[config.mk]
export PLATFORM = sky130hd
export DESIGN_NAME = sdcg_index_unit
export DESIGN_NICKNAME = d
export VERILOG_FILES = /design/src/rtl/core/sdcg_pkg.sv /design/src/rtl/core/sdcg_index_unit.sv
export SDC_FILE = /design/constraint.sdc
export NUM_CORES = 1
export LEC_CHECK = 0
export ABC_AREA = 1
export ABC_CLOCK_PERIOD_IN_PS = 800
export BUFFER_PORTS_ARGS = -buffer_cell sky130_fd_sc_hd__buf_4
export CELL_PAD_IN_SITES_DETAIL_PLACEMENT = 1
export CELL_PAD_IN_SITES_GLOBAL_PLACEMENT = 1
export CORE_MARGIN = 10
export CORE_UTILIZATION = 40
export CTS_CLUSTER_DIAMETER = 150
export CTS_CLUSTER_SIZE = 10
export DETAILED_ROUTE_END_ITERATION = 16
export GPL_ROUTABILITY_DRIVEN = 0
export HOLD_SLACK_MARGIN = 0.08
export PLACE_DENSITY_LB_ADDON = 0.1
export SYNTH_ARGS = -nofsm -noshare
export SYNTH_HDL_FRONTEND = slang
export SYNTH_SLANG_ARGS = --single-unit
export TNS_END_PERCENT = 5
[constraint.sdc]
create_clock -name clk_i -period 0.8 [get_ports clk_i]
set_clock_uncertainty 0.1 [all_clocks]
set_input_delay 0.08 -clock clk_i [delete_from_list [all_inputs] [get_ports clk_i]]
set_output_delay 0.08 -clock clk_i [all_outputs]
set_load 0.1 [all_outputs]
[src/rtl/core/sdcg_pkg.sv]
// ----------------------------------------------------------------------------
// sdcg_pkg: shared types and constants
// Field widths, mode and kind codes, pipeline item and command structs, and
// the sector helpers of the sprite draw command generator.
// ----------------------------------------------------------------------------
package sdcg_pkg;

  localparam int unsigned FRAME_DEPTH_DEFAULT = 4096;

  localparam int unsigned IDX_IN_W  = 12;
  localparam int unsigned SUM_W     = 13;
  localparam int unsigned REC_W     = 56;
  localparam int unsigned BYTE_W    = 8;
  localparam int unsigned POS_W     = 16;
  localparam int unsigned SCR_W     = 17;
  localparam int unsigned PIV_W     = 9;
  localparam int unsigned ANG_W     = 10;
  localparam int unsigned ROT_W     = 9;
  localparam int unsigned SECT_W    = 4;
  localparam int unsigned KIND_W    = 2;
  localparam int unsigned S_TDATA_W = 152;
  localparam int unsigned M_TDATA_W = 112;

  localparam logic FUNC_WRITE = 1'b0;
  localparam logic FUNC_DRAW  = 1'b1;

  localparam logic [ROT_W-1:0] HALF_TURN    = 9'd256;
  localparam logic [ANG_W-1:0] SECTOR_BIAS  = 10'd20;
  localparam logic [ANG_W-1:0] REVERSE_BIAS = 10'd532;
  localparam logic [SECT_W-1:0] FULL_SECTORS = 4'd8;
  localparam logic [ANG_W-1:0] ANGLE_0      = 10'd0;
  localparam logic [ANG_W-1:0] ANGLE_90     = 10'd128;
  localparam logic [ANG_W-1:0] ANGLE_180    = 10'd256;
  localparam logic [ANG_W-1:0] ANGLE_270    = 10'd384;

  typedef enum logic [1:0] {
    MODE_FLIP   = 2'd0,
    MODE_ROTATE = 2'd1,
    MODE_SNAP   = 2'd2,
    MODE_SECTOR = 2'd3
  } rot_mode_e;

  typedef enum logic [KIND_W-1:0] {
    KIND_NONE   = 2'd0,
    KIND_FLIP   = 2'd1,
    KIND_ROTATE = 2'd2
  } draw_kind_e;

  typedef struct packed {
    logic                     func;
    rot_mode_e                mode;
    logic [BYTE_W-1:0]        direction;
    logic [ANG_W-1:0]         angle;
    logic signed [POS_W-1:0]  x;
    logic signed [POS_W-1:0]  y;
    logic [REC_W-1:0]         record;
  } item_t;

  typedef struct packed {
    draw_kind_e               kind;
    logic signed [SCR_W-1:0]  screen_x;
    logic signed [SCR_W-1:0]  screen_y;
    logic signed [PIV_W-1:0]  pivot_x;
    logic signed [PIV_W-1:0]  pivot_y;
    logic [BYTE_W-1:0]        src_width;
    logic [BYTE_W-1:0]        src_height;
    logic [BYTE_W-1:0]        src_left;
    logic [BYTE_W-1:0]        src_top;
    logic [ANG_W-1:0]         angle;
    logic [BYTE_W-1:0]        surface;
    logic [BYTE_W-1:0]        flip;
  } cmd_t;

  // 64-step sector of a rotation, 0..8, with a bias of 20 toward the next one
  function automatic logic [SECT_W-1:0] sector_of(input logic [ROT_W-1:0] rot);
    logic [ANG_W-1:0] t;
    if (rot < HALF_TURN) begin
      t = {1'b0, rot} + SECTOR_BIAS;
      return SECT_W'(t >> 6);
    end else begin
      t = REVERSE_BIAS - {1'b0, rot};
      return FULL_SECTORS - SECT_W'(t >> 6);
    end
  endfunction

  // eight-sector angle; odd sectors snap back unless the object is straight
  function automatic logic [ANG_W-1:0] sector_angle(input logic [SECT_W-1:0] sector,
                                                    input logic straight);
    logic [ANG_W-1:0] a;
    unique case (sector)
      4'd1:    a = straight ? ANGLE_90  : ANGLE_0;
      4'd2:    a = ANGLE_90;
      4'd3:    a = straight ? ANGLE_180 : ANGLE_90;
      4'd4:    a = ANGLE_180;
      4'd5:    a = straight ? ANGLE_270 : ANGLE_180;
      4'd6:    a = ANGLE_270;
      4'd7:    a = straight ? ANGLE_0   : ANGLE_270;
      default: a = ANGLE_0;
    endcase
    return a;
  endfunction

endpackage

[src/rtl/core/sdcg_index_unit.sv]
// ----------------------------------------------------------------------------
// sdcg_index_unit: request decode and table index reduction
// Works out the angle and the raw table index of a request, then reduces the
// index modulo the table depth by a reciprocal multiply and one correction.
// ----------------------------------------------------------------------------
module sdcg_index_unit
  import sdcg_pkg::*;
#(
  parameter int unsigned FRAME_DEPTH = FRAME_DEPTH_DEFAULT,
  localparam int unsigned AW = $clog2(FRAME_DEPTH)
) (
  input  logic                    clk_i,
  input  logic                    rst_ni,
  input  logic                    advance_i,
  input  logic                    valid_i,
  input  logic                    func_i,
  input  logic [IDX_IN_W-1:0]     write_index_i,
  input  logic [REC_W-1:0]        frame_record_i,
  input  logic [IDX_IN_W-1:0]     list_offset_i,
  input  logic [BYTE_W-1:0]       frame_i,
  input  logic [BYTE_W-1:0]       frame_count_i,
  input  logic [1:0]              rotation_mode_i,
  input  logic [BYTE_W-1:0]       direction_i,
  input  logic [ROT_W-1:0]        rotation_i,
  input  logic signed [POS_W-1:0] x_pos_i,
  input  logic signed [POS_W-1:0] y_pos_i,
  output logic                    valid_o,
  output item_t                   item_o,
  output logic [AW-1:0]           addr_o
);

  localparam int unsigned MOD_SHIFT = SUM_W + AW;
  localparam int unsigned RECIP_W   = SUM_W + 2;
  localparam int unsigned PROD_W    = SUM_W + RECIP_W;
  localparam logic [63:0] RECIP64   = (64'd1 << MOD_SHIFT) / 64'(FRAME_DEPTH);
  localparam logic [RECIP_W-1:0] RECIP = RECIP_W'(RECIP64);

  rot_mode_e         mode;
  logic [SECT_W-1:0] sector;
  logic [SUM_W-1:0]  alt_add;
  logic [SUM_W-1:0]  sum;
  item_t             item;

  logic              valid_a_q, valid_b_q;
  logic [SUM_W-1:0]  sum_a_q, sum_b_q;
  item_t             item_a_q, item_b_q;
  logic [PROD_W-1:0] prod;
  logic [SUM_W-1:0]  quot;
  logic [SUM_W-1:0]  quot_b_q;
  logic [31:0]       rem;

  always_comb begin
    mode   = rot_mode_e'(rotation_mode_i);
    sector = sector_of(rotation_i);
    alt_add = ((mode == MODE_SECTOR) && sector[0]) ? SUM_W'(frame_count_i) : '0;
    if (func_i == FUNC_WRITE) begin
      sum = SUM_W'(write_index_i);
    end else begin
      sum = SUM_W'(list_offset_i) + SUM_W'(frame_i) + alt_add;
    end
    item.func      = func_i;
    item.mode      = mode;
    item.direction = direction_i;
    item.x         = x_pos_i;
    item.y         = y_pos_i;
    item.record    = frame_record_i;
    unique case (mode)
      MODE_SECTOR: item.angle = sector_angle(sector, direction_i == '0);
      MODE_SNAP:   item.angle = {sector, 6'b0};
      MODE_ROTATE: item.angle = {1'b0, rotation_i};
      MODE_FLIP:   item.angle = ANGLE_0;
    endcase
  end

  // quotient estimate is the true quotient or one below it
  assign prod = PROD_W'(sum_a_q) * PROD_W'(RECIP);
  assign quot = SUM_W'(prod >> MOD_SHIFT);

  always_comb begin
    rem = 32'(sum_b_q) - 32'(quot_b_q) * 32'(FRAME_DEPTH);
    if (rem >= 32'(FRAME_DEPTH)) begin
      rem = rem - 32'(FRAME_DEPTH);
    end
    addr_o = AW'(rem);
  end

  always_ff @(posedge clk_i or negedge rst_ni) begin
    if (!rst_ni) begin
      valid_a_q <= 1'b0;
      valid_b_q <= 1'b0;
    end else if (advance_i) begin
      valid_a_q <= valid_i;
      valid_b_q <= valid_a_q;
    end
  end

  always_ff @(posedge clk_i) begin
    if (advance_i) begin
      sum_a_q  <= sum;
      item_a_q <= item;
      sum_b_q  <= sum_a_q;
      quot_b_q <= quot;
      item_b_q <= item_a_q;
    end
  end

  assign valid_o = valid_b_q;
  assign item_o  = item_b_q;

endmodule

* Word level (Yosys, flattened, before mapping) *
Index checks and enable logic that the tools add are counted.

storage, ports and cells
  input port bits = 152
  register bits after elaboration = 247
  output and inout bits = 122

operators by class
  equality and inequality tests = 10
  multiplexer cells = 10
  reduce and logical (&&, ||, !) cells = 3
  order comparisons = 2
  add/subtract/negate cells = 7

operator list
  operator                                                              count
  one-hot mux 9 bit (7 select lines)                                    1
  one-hot mux 10 bit (4 select lines)                                   1
  greater-or-equal comparator 32 x 13 -> 1 bit (second input constant)  1
  2-to-1 mux 12 bit                                                     2
  2-to-1 mux 8 bit                                                      3
  2-to-1 mux 9 bit                                                      2
  == test 4 x 3 -> 1 bit (second input constant)                        4
  subtractor 13 x 13 -> 14 bit                                          1
  adder 12 x 8 -> 13 bit                                                1
  adder 13 x 8 -> 13 bit                                                1
  subtractor 12 x 1 -> 12 bit (second input constant)                   1
  adder 9 x 5 -> 10 bit (second input constant)                         1
  subtractor 10 x 9 -> 10 bit (first input constant)                    1
  less-than comparator 9 bit (second input constant)                    1
  == test 4 x 2 -> 1 bit (second input constant)                        2
  logical NOT 8 bit                                                     1
  == test 2 bit (second input constant)                                 2
  == test 4 x 1 -> 1 bit (second input constant)                        1
  2-to-1 mux 4 bit                                                      1
  subtractor 4 bit (first input constant)                               1
  == test 2 x 1 -> 1 bit (second input constant)                        1
  logical NOT 2 bit                                                     1
  logical AND 1 bit                                                     1

* Logic depth before layout (Yosys ltp) *
  depth after elaboration = 7
  gate-level depth with buffers = 22
  gate-level depth less buffers = 22

* Least setup slack after synthesis *
Ideal clock, no wire load.

  kind = input to register
  from = input port rotation_i[6]
  to = register sum_a_q[11], data pin
  required time = 446 ps
  arrival = 2,534 ps
  setup time = 254 ps
  slack = -2,088 ps
  cell stages on the path = 22
  path through = inv_2 > nand2_2 > nor2_1 > a21oi_4 > nand2_4 > nand2_4 > nand2_4 > nor2_4 > inv_2 > nor2_2 > fa_1 > ha_1 > inv_1 > fa_1 > inv_1 > nand3_1 > nand2_1 > nand3_1 > nand2_1 > nand4_1 > nand3_1 > nand2_1

on the way
  cells in the longest elaborated chain, start to end = 7
  elaborated cells on any way between the ends = 9
  those cells by class = 4 x add/sub; 1 x order compare; 3 x mux; 1 x reduce/logical

RTL lines
  element                      line                   text
  from (decl)                  sdcg_index_unit.sv:24  input logic [ROT_W-1:0] rotation_i,
  subtractor 10 x 9 -> 10 bit  sdcg_pkg.sv:81         t = REVERSE_BIAS - {1'b0, rot};
  subtractor 4 bit             sdcg_pkg.sv:82         return FULL_SECTORS - SECT_W'(t >> 6);
  2-to-1 mux 4 bit *           sdcg_pkg.sv:77         if (rot < HALF_TURN) begin
  logical AND 1 bit *          sdcg_index_unit.sv:55  alt_add = ((mode == MODE_SECTOR) && sector[0]) ? SUM_W'(frame_count_i) : '0;
  2-to-1 mux 8 bit *           sdcg_index_unit.sv:55
  adder 13 x 8 -> 13 bit *     sdcg_index_unit.sv:59  sum = SUM_W'(list_offset_i) + SUM_W'(frame_i) + alt_add;
  2-to-1 mux 12 bit *          sdcg_index_unit.sv:56  if (func_i == FUNC_WRITE) begin
  via sum[11]                  sdcg_index_unit.sv:41  logic [SUM_W-1:0] sum;
  to (signal assigned)         sdcg_index_unit.sv:99  sum_a_q <= sum;
  to (decl)                    sdcg_index_unit.sv:45  logic [SUM_W-1:0] sum_a_q, sum_b_q;

The timed path passes the listed nets; every way through them passes the cells marked *.
A chain may end at the register's enable or synchronous reset.

* Final worst setup path *
  from = input port rotation_i[5]
  to = register sum_a_q[11], data pin

Same word-level chain as after synthesis.

==> flow_metrics.py <==
metrics = {
    "placement": {
        "dp.cells": 1059,
        "dp_hpwl_um": 17100,
        "place_ws_ns": -2.26,
        "io_buffer_count": 273,
    },
    "pwr": {
        "powerDensity_mw_per_mm2": 2410,
        "ir_worst_vdd_mv": 1.46,
        "p_int_mw": 24.4,
        "power_leakage_nw": 5.87,
        "clkPwrFrac_pct": 33.1,
        "p_sw_mw": 10.3,
        "seqPwrFrac_pct": 45.2,
        "switching_share_pct": 29.7,
        "combPwrFrac_pct": 21.6,
        "p_total_mw": 34.8,
    },
    "detailed_routing": {
        "first_pass_iters": 4,
        "postRouteAntennaNets": 0,
        "drc_errors": 0,
        "wire_per_inst_um": 24.3,
        "via_count": 5864,
        "drt_iter0_markers": 400,
        "drt_wl_total_um": 30000,
        "via_per_inst": 4.74,
    },
    "die": {
        "die_area_mm2": 0.0277,
        "die_x_um": 166,
        "io_pins": 274,
        "core_area_mm2": 0.0210,
        "initial_core_util_pct": 40.8,
        "core.rowCount": 53,
        "die_y_um": 166,
    },
    "critical_path": {
        "r2r-start": "item_a_q[98]$_DFFE_PP_",
        "worstReg2RegEnd": "item_o[98]$_DFFE_PP_",
        "crit_slowest_cell": "fa_1",
        "slowest_delay_ns": 0.48,
        "crit_type": "in2reg",
        "crit_top_cell": "nand2_4",
        "end_kind": "register",
        "reg2reg_slack_ns": -0.02,
        "critPathLaunchType": "input pin",
        "worst-path-max-fanout": 7,
        "arrival_ns": 2.63,
        "cp.required_ns": 0.98,
        "crit_chain": "buf_12 > inv_12 > buf_4 > o21ai_2 > nand3_2 > nand2_4 > nand2_4 > nand2_4 > nor2_4 > clkinv_4 > nor2_4 > fa_1 > ha_2 > inv_2 > fa_2 > inv_2 > nand3_2 > nand2_4 > nand3_4 > nand2_2 > nand4_1 > nand3_2 > nand2_1",
        "r2r_cells": 0,
    },
    "global_route": {
        "grt_overflow": 0,
        "track_usage_pct": 19.6,
        "grt_pass1_wl_um": 42100,
        "grt_pass1_vias": 6720,
        "grt_start_max_net_pins": 46,
        "antenna_found_initial": 5,
    },
    "outcome": {
        "status": "finished with violations",
        "violations": "negative hold slack, negative setup slack",
    },
    "synthesis": {
        "synth_top_cell_by_area": "edfxtp_1",
        "synth_area_leaders": "edfxtp_1, nand2_1, fa_1, inv_1, ha_1",
        "ys_async_sr_fraction_pct": 0.820,
        "synth.avg_cell_area_um2": 18.6,
        "synth-seq-cells": 244,
        "yosysSeqAreaShare_pct": 85.4,
        "synthesis.area_mm2": 0.00857,
        "synth_edf_count": 242,
        "yosys_warnings": 0,
        "synth_top_area_share_pct": 84.8,
        "synth_ff_type": "edfxtp_1",
        "syn_inst": 460,
        "synth_nets": 630,
        "synthDistinctLibCells": 31,
    },
    "hold_path": {
        "whs_endpoint": "item_a_q[108]$_DFFE_PP_",
        "holdPathStages": 2,
        "hp-start": "func_i",
        "hp-class": "in2reg",
    },
    "timing": {
        "hold_viol": 85,
        "timing.final.crit_share_pct": 306,
        "fmax_mhz": 408,
        "drv_slew": 0,
        "hold_ws_ns": -0.182,
        "setup_viol_count_final": 141,
        "rsz0062_at_grt": "yes",
        "tightest_slew_ns": 0.352,
        "worst_slack_ns": -1.65,
        "slew_headroom_pct": 76.3,
        "fin_crit_ns": 2.45,
    },
    "cells_and_area": {
        "drive_above_1_share_pct": 47.0,
        "layout_commonest_cell": "edfxtp_1",
        "stdcell_count": 1238,
        "area_delta_synth_final_pct": 68.5,
        "nNetsFinal": 1118,
        "n_fill_cell": 1859,
        "final_cell_mix": "edfxtp_1, buf_4, dlygate4sd3_1, buf_6, nand2_1",
    },
    "clock_tree": {
        "cts_tree": "yes",
        "clk_pin_slew_ns": 0.06,
        "cts_buffer_depth": 3,
        "clock_latency_ns": 0.53,
        "cts.sinks": 244,
        "htreeDepth": 1,
        "cts_buffers": 28,
        "cts-root-buf": "clkbuf_16",
    },
    "flow_run": {
        "drv_cap": 0,
    },
}
power groups by stage:
stage	combinational [mW]	clock [mW]	sequential (mW)
after floorplan	0.804	0	18.9
after global placement	6.08	0	15.7
after detailed placement	6.19	0	15.8
after CTS	7.20	11.3	15.6
after global routing	7.84	12.3	15.8
final	7.52	11.5	15.7
synthesized netlist by cell type, drive strengths merged, types with 3 or more instances:
master	n
edfxtp	242
fa	9
nand4	5
nand3	15
nor2	37
o21ai	12
nand2	60
a31oi	4
a21oi	10
inv	39
ha	9
or2	3
what timing repair did:
| item | CTS | global route |
|---|---|---|
| setup endpoints to repair | 138 | 141 |
| gates resized for setup | 162 | 59 |
| buffers inserted | 10 | 4 |
| pin swaps | 15 | 12 |
| hold buffers | 119 | 1 |
| endpoints found under the hold margin | 365 | 257 |
worst max-delay path, delay by kind of cell:
family                     cells  cell delay (ns)
and+or+nand+nor               13             1.03
adders and majority gates      3             1.00
buffers and inverters          6             0.47
AOI/OAI and AO/OA              1             0.05
worst max-delay path by stage:
stage / from / endpoint / slack (ns) / cells after the start
after floorplan: rotation_i[5] / sum_a_q[11]$_DFFE_PP_ / -1.91 / 18
after global placement: rotation_i[4] / sum_a_q[11]$_DFFE_PP_ / -2.14 / 23
after detailed placement: rotation_i[3] / sum_a_q[11]$_DFFE_PP_ / -2.26 / 23
after CTS: rotation_i[3] / sum_a_q[11]$_DFFE_PP_ / -1.60 / 23
after global routing: rotation_i[2] / sum_a_q[11]$_DFFE_PP_ / -1.81 / 23
final: rotation_i[5] / sum_a_q[11]$_DFFE_PP_ / -1.65 / 23
state kept, by name, indices dropped and copies added, names as in the netlist:
| signal | flops |
|---|---|
| item_a_q | 109 |
| item_o | 109 |
| sum_a_q | 12 |
| sum_b_q | 12 |
| valid_a_q | 1 |
| valid_o | 1 |
logic make-up after synthesis:
kind of cell,count (synthesis),share of synthesized area (%)
buffers and inverters,41,1.80
xor gates and xnor gates,3,0.307
and+or+nand+nor,121,6.69
DFF,244,85.4
adders and majority gates,18,3.42
AOI/OAI and AO/OA,33,2.41
area by class of cell:
class	count	area [µm²]	area share, %
sequential	244	7320	50.7
timing repair buffer	460	4430	30.7
clock inverter	1	8.76	0.0606
tap	275	344	2.38
antenna	4	10.0	0.0693
clock buffer	40	767	5.31
inverter	39	189	1.31
multi-input combinational	175	1380	9.52
stage by stage:
stage | instance area, µm² | util [%] | TNS [ns]
5_1_grt | 14400 | 68.7 | -85.59
3_5_place_dp | 11500 | 54.8 | -64.92
4_1_cts | 14200 | 67.4 | -78.06
3_3_place_gp | 11500 | 54.8 | -57.46
6_report | 14400 | 68.7 | -79.33
2_1_floorplan | 8670 | - | -56.13
per-layer routing:
layer	vias to the layer above	track usage, %	wire length, µm
li1	2654	-	-
met1	2934	21.8	11200
met2	244	37.0	16400
met3	30	4.33	1920
met4	2	4.85	485
met5	-	0	13
Power figures use the tool's default switching activity.
