<file path="config.mk">
export PLATFORM = sky130hd
export DESIGN_NAME = sdcg_cmd_build
export DESIGN_NICKNAME = d
export VERILOG_FILES = /design/src/rtl/core/sdcg_pkg.sv /design/src/rtl/core/sdcg_cmd_build.sv
export SDC_FILE = /design/constraint.sdc
export NUM_CORES = 1
export LEC_CHECK = 0
export BUFFER_PORTS_ARGS = -buffer_cell sky130_fd_sc_hd__buf_2
export CORE_ASPECT_RATIO = 0.5
export CORE_UTILIZATION = 56
export DETAILED_ROUTE_END_ITERATION = 6
export PLACE_DENSITY_LB_ADDON = 0.2
export SLEW_MARGIN = 20
export SYNTH_ARGS = -nofsm -noshare
export SYNTH_HDL_FRONTEND = slang
export SYNTH_SLANG_ARGS = --single-unit
export TNS_END_PERCENT = 30
</file>
<file path="constraint.sdc">
create_clock -name clk_i -period 1.05 [get_ports clk_i]
set_input_delay 0.105 -clock clk_i [delete_from_list [all_inputs] [get_ports clk_i]]
set_output_delay 0.105 -clock clk_i [all_outputs]
set_load 0.01 [all_outputs]
</file>
<file path="src/rtl/core/sdcg_pkg.sv">
// ----------------------------------------------------------------------------
// sdcg_pkg: shared types and constants
// Field widths, mode and kind codes, pipeline item and command structs, and
// the sector helpers of the sprite draw command generator.
// ----------------------------------------------------------------------------
package sdcg_pkg;

  localparam int unsigned FRAME_DEPTH_DEFAULT = 4096;

  localparam int unsigned IDX_IN_W  = 12;
  localparam int unsigned SUM_W     = 13;
  localparam int unsigned REC_W     = 56;
  localparam int unsigned BYTE_W    = 8;
  localparam int unsigned POS_W     = 16;
  localparam int unsigned SCR_W     = 17;
  localparam int unsigned PIV_W     = 9;
  localparam int unsigned ANG_W     = 10;
  localparam int unsigned ROT_W     = 9;
  localparam int unsigned SECT_W    = 4;
  localparam int unsigned KIND_W    = 2;
  localparam int unsigned S_TDATA_W = 152;
  localparam int unsigned M_TDATA_W = 112;

  localparam logic FUNC_WRITE = 1'b0;
  localparam logic FUNC_DRAW  = 1'b1;

  localparam logic [ROT_W-1:0] HALF_TURN    = 9'd256;
  localparam logic [ANG_W-1:0] SECTOR_BIAS  = 10'd20;
  localparam logic [ANG_W-1:0] REVERSE_BIAS = 10'd532;
  localparam logic [SECT_W-1:0] FULL_SECTORS = 4'd8;
  localparam logic [ANG_W-1:0] ANGLE_0      = 10'd0;
  localparam logic [ANG_W-1:0] ANGLE_90     = 10'd128;
  localparam logic [ANG_W-1:0] ANGLE_180    = 10'd256;
  localparam logic [ANG_W-1:0] ANGLE_270    = 10'd384;

  typedef enum logic [1:0] {
    MODE_FLIP   = 2'd0,
    MODE_ROTATE = 2'd1,
    MODE_SNAP   = 2'd2,
    MODE_SECTOR = 2'd3
  } rot_mode_e;

  typedef enum logic [KIND_W-1:0] {
    KIND_NONE   = 2'd0,
    KIND_FLIP   = 2'd1,
    KIND_ROTATE = 2'd2
  } draw_kind_e;

  typedef struct packed {
    logic                     func;
    rot_mode_e                mode;
    logic [BYTE_W-1:0]        direction;
    logic [ANG_W-1:0]         angle;
    logic signed [POS_W-1:0]  x;
    logic signed [POS_W-1:0]  y;
    logic [REC_W-1:0]         record;
  } item_t;

  typedef struct packed {
    draw_kind_e               kind;
    logic signed [SCR_W-1:0]  screen_x;
    logic signed [SCR_W-1:0]  screen_y;
    logic signed [PIV_W-1:0]  pivot_x;
    logic signed [PIV_W-1:0]  pivot_y;
    logic [BYTE_W-1:0]        src_width;
    logic [BYTE_W-1:0]        src_height;
    logic [BYTE_W-1:0]        src_left;
    logic [BYTE_W-1:0]        src_top;
    logic [ANG_W-1:0]         angle;
    logic [BYTE_W-1:0]        surface;
    logic [BYTE_W-1:0]        flip;
  } cmd_t;

  // 64-step sector of a rotation, 0..8, with a bias of 20 toward the next one
  function automatic logic [SECT_W-1:0] sector_of(input logic [ROT_W-1:0] rot);
    logic [ANG_W-1:0] t;
    if (rot < HALF_TURN) begin
      t = {1'b0, rot} + SECTOR_BIAS;
      return SECT_W'(t >> 6);
    end else begin
      t = REVERSE_BIAS - {1'b0, rot};
      return FULL_SECTORS - SECT_W'(t >> 6);
    end
  endfunction

  // eight-sector angle; odd sectors snap back unless the object is straight
  function automatic logic [ANG_W-1:0] sector_angle(input logic [SECT_W-1:0] sector,
                                                    input logic straight);
    logic [ANG_W-1:0] a;
    unique case (sector)
      4'd1:    a = straight ? ANGLE_90  : ANGLE_0;
      4'd2:    a = ANGLE_90;
      4'd3:    a = straight ? ANGLE_180 : ANGLE_90;
      4'd4:    a = ANGLE_180;
      4'd5:    a = straight ? ANGLE_270 : ANGLE_180;
      4'd6:    a = ANGLE_270;
      4'd7:    a = straight ? ANGLE_0   : ANGLE_270;
      default: a = ANGLE_0;
    endcase
    return a;
  endfunction

endpackage

</file>
<file path="src/rtl/core/sdcg_cmd_build.sv">
// ----------------------------------------------------------------------------
// sdcg_cmd_build: draw command assembly
// Unpacks the frame record, places the blit and holds the command in the
// output register until the downstream side takes it.
// ----------------------------------------------------------------------------
module sdcg_cmd_build
  import sdcg_pkg::*;
(
  input  logic             clk_i,
  input  logic             rst_ni,
  input  logic             advance_i,
  input  logic             valid_i,
  input  item_t            item_i,
  input  logic [REC_W-1:0] record_i,
  output logic             valid_o,
  output cmd_t             cmd_o
);

  logic [BYTE_W-1:0]       left, top, w, h, surf;
  logic signed [BYTE_W-1:0] px, py;
  logic signed [SCR_W-1:0] x17, y17, w17, h17, px17, py17;
  cmd_t                    cmd;
  logic                    valid_q;
  cmd_t                    cmd_q;

  always_comb begin
    left = record_i[7:0];
    top  = record_i[15:8];
    w    = record_i[23:16];
    h    = record_i[31:24];
    px   = $signed(record_i[39:32]);
    py   = $signed(record_i[47:40]);
    surf = record_i[55:48];
    x17  = SCR_W'(item_i.x);
    y17  = SCR_W'(item_i.y);
    w17  = $signed({9'b0, w});
    h17  = $signed({9'b0, h});
    px17 = SCR_W'(px);
    py17 = SCR_W'(py);

    cmd = '0;
    if (item_i.func == FUNC_DRAW) begin
      if (item_i.mode == MODE_FLIP) begin
        if (item_i.direction[7:2] == '0) begin
          cmd.kind     = KIND_FLIP;
          cmd.screen_x = item_i.direction[0] ? (x17 - w17 - px17) : (x17 + px17);
          cmd.screen_y = item_i.direction[1] ? (y17 - h17 - py17) : (y17 + py17);
        end
      end else begin
        cmd.kind     = KIND_ROTATE;
        cmd.screen_x = x17;
        cmd.screen_y = y17;
        cmd.pivot_x  = -PIV_W'(px);
        cmd.pivot_y  = -PIV_W'(py);
        cmd.angle    = item_i.angle;
      end
      if (cmd.kind != KIND_NONE) begin
        cmd.src_width  = w;
        cmd.src_height = h;
        cmd.src_left   = left;
        cmd.src_top    = top;
        cmd.surface    = surf;
        cmd.flip       = item_i.direction;
      end
    end
  end

  always_ff @(posedge clk_i or negedge rst_ni) begin
    if (!rst_ni) begin
      valid_q <= 1'b0;
    end else if (advance_i) begin
      valid_q <= valid_i;
    end
  end

  always_ff @(posedge clk_i) begin
    if (advance_i) begin
      cmd_q <= cmd;
    end
  end

  assign valid_o = valid_q;
  assign cmd_o   = cmd_q;

endmodule

</file>
==> results of run 1 <==
metrics by stage:
stage,instances,utilization (%),area (um^2)
floorplan,846,-,8590
global placement,1488,80.6,11700
detailed placement,1488,80.6,11700
CTS,1575,92.9,13500
synthesized netlist by cell type, types with 3 or more instances:
master,n
fa_1,18
o211ai_1,4
nand3_1,14
inv_1,100
o22ai_1,8
a21boi_0,4
nor2_1,54
a21o_1,14
and3_1,12
nand2_1,39
nand4_1,6
a31oi_1,6
o21bai_1,5
a311oi_1,3
a211o_1,6
nand2b_1,6
xnor2_1,34
a221oi_1,5
o21a_1,4
a211oi_1,9
o31ai_1,4
a22oi_1,3
o21ai_0,52
a21oi_1,50
clkbuf_1,19
edfxtp_1,112
mux2i_1,3
and2_1,63
nor2b_1,8
a22o_1,4
nor3_1,28
or3_1,5
o41ai_1,4
o221ai_1,5
ha_1,86
xor2_1,17
nor4_1,3
timing repair:
item | CTS
cloned | 2
setup buffers | 30
endpoints found under the setup margin | 112
hold buffers | 40
pin swaps | 102
endpoints found under the hold margin | 39
resized for setup | 170
logic make-up after synthesis:
logic type | Yosys count | synth area share, %
adder cells (fa/ha/maj) | 104 | 17.1
multiplexers | 4 | 0.492
AO/OA/AOI/OAI | 208 | 16.3
buffers and inverters | 121 | 5.43
flip-flops | 113 | 40.4
XOR/XNOR | 51 | 5.32
AND/OR/NAND/NOR | 245 | 15.0
==> results.json, run 1 <==
{
  "synth_seq_area_share_pct": 40.4,
  "dp_hpwl_um": 20300,
  "num_io_pins": 282,
  "clock-sinks": 113,
  "synth_top_area_share_pct": 40.1,
  "gp_congestion": 0.935,
  "async_flop_share_pct": 0.885,
  "haltStage": "global routing",
  "row_count": 31,
  "initial_core_util_pct": 57.7,
  "htreeDepth": 4,
  "outcome": "did not finish",
  "synth_fp_nets": 1119,
  "synth.avg_cell_area_um2": 9.92,
  "synth_area_leaders": "edfxtp_1 (40%), ha_1 (13%), and2_1 (4.7%)",
  "syn-cell-area_um2": 8390,
  "cts_buffers": 17,
  "cts_root_buf": "clkbuf_16",
  "worst_endpoint_kind": "register input",
  "grt_repair_worst_endpoint": "cmd_o[92]$_SDFFCE_PN0P_/D",
  "ys_types": 61,
  "synth-seq-cells": 113,
  "ys_warn_count": 0,
  "synth_top_cell_by_area": "edfxtp_1",
  "die_w_um": 175,
  "error": "[ERROR DPL-0038] Utilization greater than 100%, impossible to legalize",
  "synthFlopType": "edfxtp_1",
  "post-place-ws_ps": -1940,
  "synth_edf_count": 112,
  "netlist_instances": 846,
  "dieHeight_um": 88.5,
  "ctsLongestPathBuffers": 2,
  "grt_max_degree": 40,
  "io_buffers": 225
}
==> inputs of run 2 (changes only) <==
--- a/config.mk
+++ b/config.mk
@@ -6,10 +6,9 @@
 export NUM_CORES = 1
 export LEC_CHECK = 0
 export BUFFER_PORTS_ARGS = -buffer_cell sky130_fd_sc_hd__buf_2
-export CORE_ASPECT_RATIO = 0.5
-export CORE_UTILIZATION = 56
+export CORE_UTILIZATION = 40
 export DETAILED_ROUTE_END_ITERATION = 6
-export PLACE_DENSITY_LB_ADDON = 0.2
+export PLACE_DENSITY_LB_ADDON = 0.15
 export SLEW_MARGIN = 20
 export SYNTH_ARGS = -nofsm -noshare
 export SYNTH_HDL_FRONTEND = slang
==> run 2 against run 1 <==
The flow now finishes, with violations (negative setup slack). Synthesized cell count unchanged. Synthesized area unchanged.
==> results.json, run 2 <==
{
  "async_flop_share_pct": 0.885,
  "syn-cell-area_um2": 8390,
  "yosysMostFrequentCell": "edfxtp_1",
  "dpl.cell_count": 1571,
  "netlist_instances": 846,
  "drive_gt1_share_pct": 49.5,
  "post-place-ws_ps": -1950,
  "reg2reg_slack_ps": 290,
  "synth.avg_cell_area_um2": 9.92,
  "synth_fp_nets": 1119,
  "grt_use_met2_pct": 45.7,
  "violations": "negative setup slack",
  "die_w_um": 147,
  "fill_cells": 1525,
  "synthFlopType": "edfxtp_1",
  "gr-usage-met1_pct": 34.6,
  "gp_congestion": 0.910,
  "clk_pin_slew_ps": 60,
  "cts_buffers": 17,
  "grt_max_degree": 29,
  "cts_root_buf": "clkbuf_16",
  "largest_reg_flops": 112,
  "synth_edf_count": 112,
  "worst_ir_drop_vdd_v": 0.00104,
  "grt_busiest_layer": "met2",
  "fin_ws_ps": -1550,
  "grt.total_usage_pct": 26.6,
  "grt_pass1_vias": 8449,
  "hold_depth": 3,
  "utilization_pct": 70.4,
  "power.density_nw_per_um2": 1340,
  "vias": 8524,
  "hold_viol": 0,
  "dieHeight_um": 147,
  "design_area_um2": 14400,
  "start_kind": "primary input",
  "cp_max_fo": 4,
  "dieArea_um2": 21600,
  "timing.rr.start": "valid_o",
  "final_cell_mix": "buf_4 (250), buf_2 (196), edfxtp_1 (112), inv_1 (78), ha_1 (69)",
  "num_io_pins": 282,
  "r2r_end": "valid_o",
  "coreArea_um2": 20400,
  "timing.slew.headroom_pct": 66.2,
  "layout_worst_path_cycle_share_pct": 248,
  "layout_commonest_cell": "buf_4",
  "gr-total-overflow": 0,
  "drc_errors": 0,
  "rsz0062_at_grt": "true",
  "antenna_found_initial": 1,
  "clock_skew_ps": 0,
  "finalPower_mw": 19.3,
  "setup_violations": 109,
  "synth_seq_area_share_pct": 40.4,
  "dp_hpwl_um": 20400,
  "placed_cell_area_um2": 11900,
  "post-route-min-period_ps": 2600,
  "synth_top_cell_by_area": "edfxtp_1",
  "clock-sinks": 113,
  "p_leak_nw": 6.58,
  "final_net_count": 1675,
  "wl_um": 29500,
  "detail-route-antenna-nets": 0,
  "fmaxAchievable_mhz": 385,
  "yosys-top-cells-count": "edfxtp_1 (112), inv_1 (100), ha_1 (86), and2_1 (63), nor2_1 (54)",
  "tns_ps": -53790,
  "clock_latency_ps": 410,
  "ctsLongestPathBuffers": 2,
  "wire_per_inst_um": 17.5,
  "firstDrtPassIters": 5,
  "tightest_slew_ps": 506,
  "area_growth_pct": 71.5,
  "ys_warn_count": 0,
  "via_per_inst": 5.06,
  "cp_data_arrival_time_ps": 2760,
  "whs_ps": 7.49,
  "drv_slew": 0,
  "final_cells": 1686,
  "ys_types": 61,
  "row_count": 52,
  "tritoncts": "yes",
  "outcome": "complete, but fails checks",
  "initial_core_util_pct": 41.1,
  "grt_pass1_wl_um": 44100,
  "hold_end": "cmd_o[76]",
  "worstHoldPathType": "primary input to flop",
  "cp.required_ps": 1210,
  "min-delay-start": "item_i[56]",
  "critPathKind": "primary input to flop",
  "drt_iter0_markers": 493,
  "critPathCaptureType": "flop",
  "met3_usage_pct": 4.69,
  "reg2reg_depth": 1,
  "drv_cap": 0,
  "synth_top_area_share_pct": 40.1,
  "htreeDepth": 4,
  "io_buffers": 225,
  "synth-seq-cells": 113,
  "synth_area_leaders": "edfxtp_1 (40%), ha_1 (13%), and2_1 (4.7%)"
}
==> run 2: worst max-delay path, stage by stage <==
cell	delay, ps
buf_6	100
fa_1	590
ha_4	220
a211o_1	300
o211ai_2	120
a211o_1	200
a31o_1	200
a211oi_2	100
o41a_2	390
xnor2_1	130
a221o_1	310
==> run 2: report_power, final <==
group | switching (mW) | internal, mW
Combinational | 3.51 | 3.89
Sequential | 0.101 | 5.36
Clock | 2.40 | 4.01
Total | 6.00 | 13.3
==> run 2: cells by family (layout without fill, tap and decap cells) <==
logic type | count (synthesis) | count (layout) | share of synthesized area (%)
AOI/OAI and AO/OA | 208 | 208 | 16.3
xor gates and xnor gates | 51 | 51 | 5.32
adders and majority gates | 104 | 104 | 17.1
buffers and inverters | 121 | 690 | 5.43
DFF | 113 | 113 | 40.4
muxes | 4 | 4 | 0.492
other | 0 | 1 | 0
and+or+nand+nor | 245 | 245 | 15.0
==> run 2: worst max-delay path by stage <==
stage / startpoint / depth (start not counted) / endpoint / slack [ps]
2_1_floorplan: item_i[58] / 10 / cmd_o[92] / -1710
3_3_place_gp: item_i[58] / 11 / cmd_o[92] / -1930
3_5_place_dp: item_i[58] / 11 / cmd_o[92] / -1950
4_1_cts: item_i[58] / 11 / cmd_o[92] / -1480
5_1_grt: item_i[58] / 11 / cmd_o[92] / -1630
6_report: item_i[58] / 11 / cmd_o[92] / -1550
==> run 2: repair_timing <==
item,in CTS,in global routing
gates cloned,4,2
gates resized for setup,134,100
hold endpoints to repair,51,1
endpoints found under the setup margin,120,185
setup buffers,19,15
pin swaps,67,97
hold buffers,52,1
==> run 2: layout make-up <==
class                   count  area, um^2  area share, %
diodes                      1        2.50         0.0174
flip-flops and latches    113        3390           23.5
clock inverters            14         205           1.43
well taps                 270         338           2.35
multi-input cells         612        5400           37.5
clock buffers              18         429           2.98
inverters                 100         393           2.73
repair buffers            558        4230           29.4
==> run 2: layer usage <==
layer	share of wire (%)	up-vias	wire length, um
li1	-	4162	-
met3	7.0	38	2050
met5	0	-	0
met1	42	3973	12400
met2	49	351	14500
met4	1.8	0	522
No activity file was read; power rests on OpenSTA's default activity.
==> inputs of run 3 (changes only) <==
--- a/config.mk
+++ b/config.mk
@@ -6,7 +6,8 @@
 export NUM_CORES = 1
 export LEC_CHECK = 0
 export BUFFER_PORTS_ARGS = -buffer_cell sky130_fd_sc_hd__buf_2
-export CORE_UTILIZATION = 40
+export CORE_MARGIN = 2
+export CORE_UTILIZATION = 34
 export DETAILED_ROUTE_END_ITERATION = 6
 export PLACE_DENSITY_LB_ADDON = 0.15
 export SLEW_MARGIN = 20
==> run 3 against run 2 <==
The flow still finishes with violations (negative setup slack). Combinational power shrank 3.6%. Clock-buffer cell count shrank 1. Routed wire length grew 0.14%. Sequential power is essentially flat. Clock skew is the same. First-iteration DRC count shrank 9.7%. Power shrank 2.5%. Flip-flop and latch count is the same. Maximum frequency grew 4.9%. Final area shrank 0.18%.
==> results.json, run 3 (synthesized netlist as in run 2, its figures left out) <==
{
  "register_area_um2": 3390,
  "fmaxAchievable_mhz": 403,
  "hold_depth": 2,
  "gr-total-overflow": 0,
  "violations": "negative setup slack",
  "final_net_count": 1677,
  "fill_cells": 2103,
  "antenna_found_initial": 3,
  "cpMostUsedCell": "a211o_1",
  "tightest_slew_ps": 556,
  "grt_max_degree": 44,
  "timing.rr.start": "valid_o",
  "drv_slew": 0,
  "detail-route-antenna-nets": 0,
  "critPathKind": "primary input to flop",
  "final_cells": 1740,
  "grt_pass1_wl_um": 45700,
  "firstDrtPassIters": 5,
  "tns_ps": -45910,
  "reg2reg_depth": 1,
  "post-route-min-period_ps": 2480,
  "htreeDepth": 4,
  "dieHeight_um": 161,
  "cp_max_fo": 3,
  "reg2reg_slack_ps": 310,
  "via_per_inst": 4.87,
  "layout_worst_path_cycle_share_pct": 236,
  "min-delay-start": "record_i[53]",
  "final_cell_mix": "buf_4 (251), buf_2 (200), edfxtp_1 (112), inv_1 (79), ha_1 (69)",
  "row_count": 57,
  "antenna_cells": 0,
  "clock-sinks": 113,
  "wire_per_inst_um": 17.0,
  "r2r_end": "valid_o",
  "cp_data_arrival_time_ps": 2650,
  "tritoncts": "yes",
  "io_buffers": 225,
  "rsz0062_at_grt": "true",
  "grt.total_usage_pct": 22.8,
  "cp_top_family": "compound AO/OA/AOI/OAI gates",
  "worstHoldPathType": "primary input to flop",
  "start_kind": "primary input",
  "worst_ir_drop_vdd_v": 0.000880,
  "vias": 8470,
  "cts_buffers": 17,
  "dp_hpwl_um": 21300,
  "slowest_delay_ps": 580,
  "dpl.cell_count": 1631,
  "drv_cap": 0,
  "multi_input_area_um2": 5350,
  "clock_skew_ps": 0,
  "whs_ps": 1.74,
  "die_w_um": 161,
  "cts_root_buf": "clkbuf_16",
  "drive_gt1_share_pct": 49.3,
  "clk_pin_slew_ps": 60,
  "setup_violations": 98,
  "drt_iter0_markers": 445,
  "cp_cell_sequence": "buf_8, inv_4, fa_1, ha_4, a211o_1, o211ai_2, a211o_1, a31o_1, a211oi_2, o41a_2, xnor2_1, a221o_1",
  "area_growth_pct": 71.2,
  "clock_latency_ps": 430,
  "critPathSlowestCell": "fa_1",
  "power.density_nw_per_um2": 1310,
  "p_leak_nw": 6.56,
  "timing.slew.headroom_pct": 62.6,
  "num_io_pins": 282,
  "largest_reg_flops": 112,
  "critPathBufInv": 2,
  "fin_ws_ps": -1430,
  "layout_commonest_cell": "buf_4",
  "placed_cell_area_um2": 12000,
  "gp_congestion": 0.878,
  "coreArea_um2": 24200,
  "hold_end": "cmd_o[13]",
  "design_area_um2": 14400,
  "hold_viol": 0,
  "drc_errors": 0,
  "critPathCaptureType": "flop",
  "dieArea_um2": 25900,
  "initial_core_util_pct": 34.6,
  "ctsLongestPathBuffers": 2,
  "outcome": "complete, but fails checks",
  "wl_um": 29600,
  "grt_pass1_vias": 8476,
  "cp.required_ps": 1220
}
## run 3: area by class of cell
| class | instances | share of cell area (%) |
|---|---|---|
| multi-input cells | 612 | 37.3 |
| repair buffers | 560 | 29.3 |
| flip-flops and latches | 113 | 23.6 |
| clock buffers | 17 | 2.96 |
| well taps | 324 | 2.82 |
| inverters | 100 | 2.79 |
| clock inverters | 14 | 1.27 |
## run 3: layer usage
| layer | GRT usage, % | wire length (um) | up-vias |
|---|---|---|---|
| li1 | - | - | 4175 |
| met1 | 30.5 | 13600 | 3985 |
| met4 | 5.97 | 503 | 2 |
| met2 | 38.3 | 14000 | 271 |
| met3 | 3.88 | 1540 | 37 |
| met5 | 0 | 16 | - |
## run 3: how the worst max path moves through the flow
stage / from / to / slack [ps] / cells past startpoint
5_1_grt: record_i[41] / cmd_o[92] / -1560 / 12
4_1_cts: record_i[42] / cmd_o[92] / -1410 / 12
3_3_place_gp: item_i[58] / cmd_o[92] / -1960 / 11
2_1_floorplan: item_i[58] / cmd_o[92] / -1710 / 10
3_5_place_dp: item_i[58] / cmd_o[92] / -1990 / 11
6_report: record_i[42] / cmd_o[92] / -1430 / 12
## run 3: repair_timing
| item | in CTS | in global routing |
|---|---|---|
| buffers inserted | 20 | 8 |
| pin swaps | 67 | 68 |
| hold buffers | 52 | 0 |
| endpoints found under the hold margin | 51 | 0 |
| endpoints found under the setup margin | 141 | 189 |
| gates resized for setup | 158 | 79 |
| gates cloned | 4 | 1 |
## run 3: through the flow
step                      util, %  setup WS [ps]  total power, mW
final                        59.2          -1430             18.8
after global routing         59.2          -1560             19.8
after CTS                    57.9          -1410             18.6
after detailed placement     49.6          -1990             11.4
after global placement       49.6          -1960             11.4
after floorplan                 -          -1710             8.70
## run 3: power breakdown
group          switching (mW)  internal, mW
combinational            3.41          3.73
sequential             0.0907          5.36
clock                    2.44          3.76
total                    5.94          12.8
==> inputs of run 4 (changes only) <==
--- a/config.mk
+++ b/config.mk
@@ -5,6 +5,7 @@
 export SDC_FILE = /design/constraint.sdc
 export NUM_CORES = 1
 export LEC_CHECK = 0
+export ABC_AREA = 1
 export BUFFER_PORTS_ARGS = -buffer_cell sky130_fd_sc_hd__buf_2
 export CORE_MARGIN = 2
 export CORE_UTILIZATION = 34
==> run 4 against run 3 <==
The flow still finishes with violations (negative setup slack). Register-to-register slack about the same. Clock skew unchanged. First-iteration DRC count is 23% higher. Sequential power about the same. Critical path depth unchanged. Power up 8.5%. Final cell count rose by 20%. Combinational power is 19% higher. Routed wire length is 15% higher. Worst hold slack better by 4.5 ps. Largest cell class unchanged. Largest power group unchanged. Highest routed layer is now met4.
==> results.json, run 4 <==
{
  "design_area_um2": 15600,
  "coreArea_um2": 27000,
  "tritoncts": "yes",
  "timing.slew.headroom_pct": 77.9,
  "detail-route-antenna-nets": 0,
  "initial_core_util_pct": 34.5,
  "cp_cell_sequence": "buf_8, inv_4, fa_2, ha_4, nand3_2, nand2_4, a21oi_4, buf_6, o211ai_1, nand3_2, nand3_2, nand2_1",
  "layout_worst_path_cycle_share_pct": 169,
  "critPathKind": "primary input to flop",
  "htreeDepth": 4,
  "syn-cell-area_um2": 9310,
  "fin_ws_ps": -720,
  "tightest_slew_ps": 328,
  "p_leak_nw": 7.64,
  "netlist_instances": 1231,
  "yosysMostFrequentCell": "nand2_1",
  "drt_iter0_markers": 546,
  "hold_depth": 3,
  "reg2reg_depth": 1,
  "synth_area_leaders": "edfxtp_1 (36%), nand2_1 (12%), ha_1 (12%)",
  "ys_types": 44,
  "largest_reg_flops": 112,
  "cts_root_buf": "clkbuf_16",
  "synth-seq-cells": 113,
  "outcome": "complete, but fails checks",
  "cp_data_arrival_time_ps": 1950,
  "rsz0062_at_grt": "true",
  "dieArea_um2": 28700,
  "clock-sinks": 113,
  "synth_top_area_share_pct": 36.1,
  "cp_max_fo": 4,
  "synth_top_cell_by_area": "edfxtp_1",
  "slowest_delay_ps": 460,
  "synth.avg_cell_area_um2": 7.56,
  "row_count": 60,
  "cp.required_ps": 1230,
  "worstHoldPathType": "primary input to flop",
  "gp_congestion": 0.911,
  "clk_pin_slew_ps": 70,
  "num_io_pins": 282,
  "async_flop_share_pct": 0.885,
  "dp_hpwl_um": 25400,
  "via_per_inst": 4.79,
  "grt_pass1_vias": 9837,
  "synth_edf_count": 112,
  "final_cell_mix": "buf_4 (230), nand2_1 (224), buf_2 (194), inv_1 (187), edfxtp_1 (112)",
  "vias": 10000,
  "critPathCapture": "cmd_o[86]",
  "grt.total_usage_pct": 23.1,
  "drv_cap": 0,
  "timing.rr.start": "valid_o",
  "whs_ps": 6.26,
  "r2r_end": "valid_o",
  "layout_commonest_cell": "buf_4",
  "wire_per_inst_um": 16.2,
  "final_net_count": 2012,
  "drive_gt1_share_pct": 48.5,
  "synth_fp_nets": 1504,
  "antenna_cells": 0,
  "clock_skew_ps": 0,
  "dieHeight_um": 169,
  "yosys-top-cells-count": "nand2_1 (293), inv_1 (248), nor2_1 (120), nand3_1 (114), edfxtp_1 (112)",
  "io_buffers": 225,
  "hold_viol": 0,
  "worst_ir_drop_vdd_v": 0.000938,
  "critPathSlowestCell": "fa_2",
  "gr-total-overflow": 0,
  "synth_seq_area_share_pct": 36.4,
  "utilization_pct": 57.9,
  "firstDrtPassIters": 5,
  "post-route-min-period_ps": 1770,
  "fmaxAchievable_mhz": 565,
  "start_kind": "primary input",
  "die_w_um": 169,
  "tns_ps": -19820,
  "reg2reg_slack_ps": 300,
  "cts_buffers": 17,
  "drv_slew": 0,
  "crit_path_start": "record_i[42]",
  "placed_cell_area_um2": 12800,
  "ctsLongestPathBuffers": 2,
  "grt_pass1_wl_um": 51600,
  "wl_um": 33900,
  "violations": "negative setup slack",
  "setup_violations": 60,
  "power.density_nw_per_um2": 1310,
  "grt_max_degree": 46,
  "ys_warn_count": 0,
  "clock_latency_ps": 420,
  "antenna_found_initial": 0,
  "synthFlopType": "edfxtp_1",
  "area_growth_pct": 67.7,
  "critPathCaptureType": "flop",
  "cpMostUsedCell": "nand3_2",
  "drc_errors": 0
}
## run 4: cell types whose count changed after synthesis, sizes merged, moves of 32 or more
cell | before | now
and2 | 63 | 4
inv | 100 | 255
nand2 | 39 | 305
nand3 | 14 | 114
nor2 | 54 | 126
xnor2 | 34 | 2
## run 4: layout make-up
cell class,instances,area (um^2)
clock buffers,18,429
clock inverters,14,206
fillers,2419,11300
inverters,256,1020
multi-input cells,844,6390
flip-flops and latches,113,3390
well taps,341,427
repair buffers,507,3740
## run 4: critical path, delay by kind of cell
kind / cells / cell delay [ps]
AO/OA/AOI/OAI: 2 / 290
adder cells (fa/ha/maj): 2 / 790
AND/OR/NAND/NOR: 5 / 500
buffers and inverters: 3 / 260
## run 4: where the power goes
group / switching [mW] / internal, mW
clock: 2.41 / 4.01
combinational: 4.58 / 3.90
sequential: 0.109 / 5.36
## run 4: worst min path at each step
stage                  from         to  slack (ps)
3_3_place_gp         rst_ni    valid_o        -120
5_1_grt        record_i[54]  cmd_o[14]          20
3_5_place_dp         rst_ni    valid_o        -120
6_report        record_i[9]  cmd_o[27]           6
2_1_floorplan        rst_ni    valid_o        -190
4_1_cts         record_i[9]  cmd_o[27]           1
## run 4: what timing repair did
| action | in CTS | in global routing |
|---|---|---|
| pin swaps | 87 | 127 |
| setup buffers | 15 | 15 |
| endpoints found under the hold margin | 28 | 0 |
| hold buffers | 29 | 0 |
| resized for setup | 243 | 194 |
| endpoints found under the setup margin | 96 | 137 |
## run 4: kinds of logic after synthesis
kind of cell / synth area share [%]
xor gates and xnor gates: 0.471
DFF: 36.4
and+or+nand+nor: 26.8
AOI/OAI and AO/OA: 9.37
buffers and inverters: 11.4
adders and majority gates: 15.4
muxes: 0.121
## run 4: per-layer routing
layer | global-route usage (%) | vias to the layer above | wire, um
li1 | - | 4982 | -
met1 | 31.1 | 4651 | 15400
met2 | 38.6 | 335 | 15800
met3 | 3.43 | 50 | 1920
met4 | 6.91 | 0 | 728
met5 | 0 | - | 0
## run 4: through the flow
step	power [mW]	worst slack, ps	instances
after floorplan	9.04	-876	1231
after global placement	11.8	-1280	2004
after detailed placement	11.8	-1300	2004
after CTS	19.5	-684	2079
after global routing	21.4	-789	2093
final	20.4	-720	2093
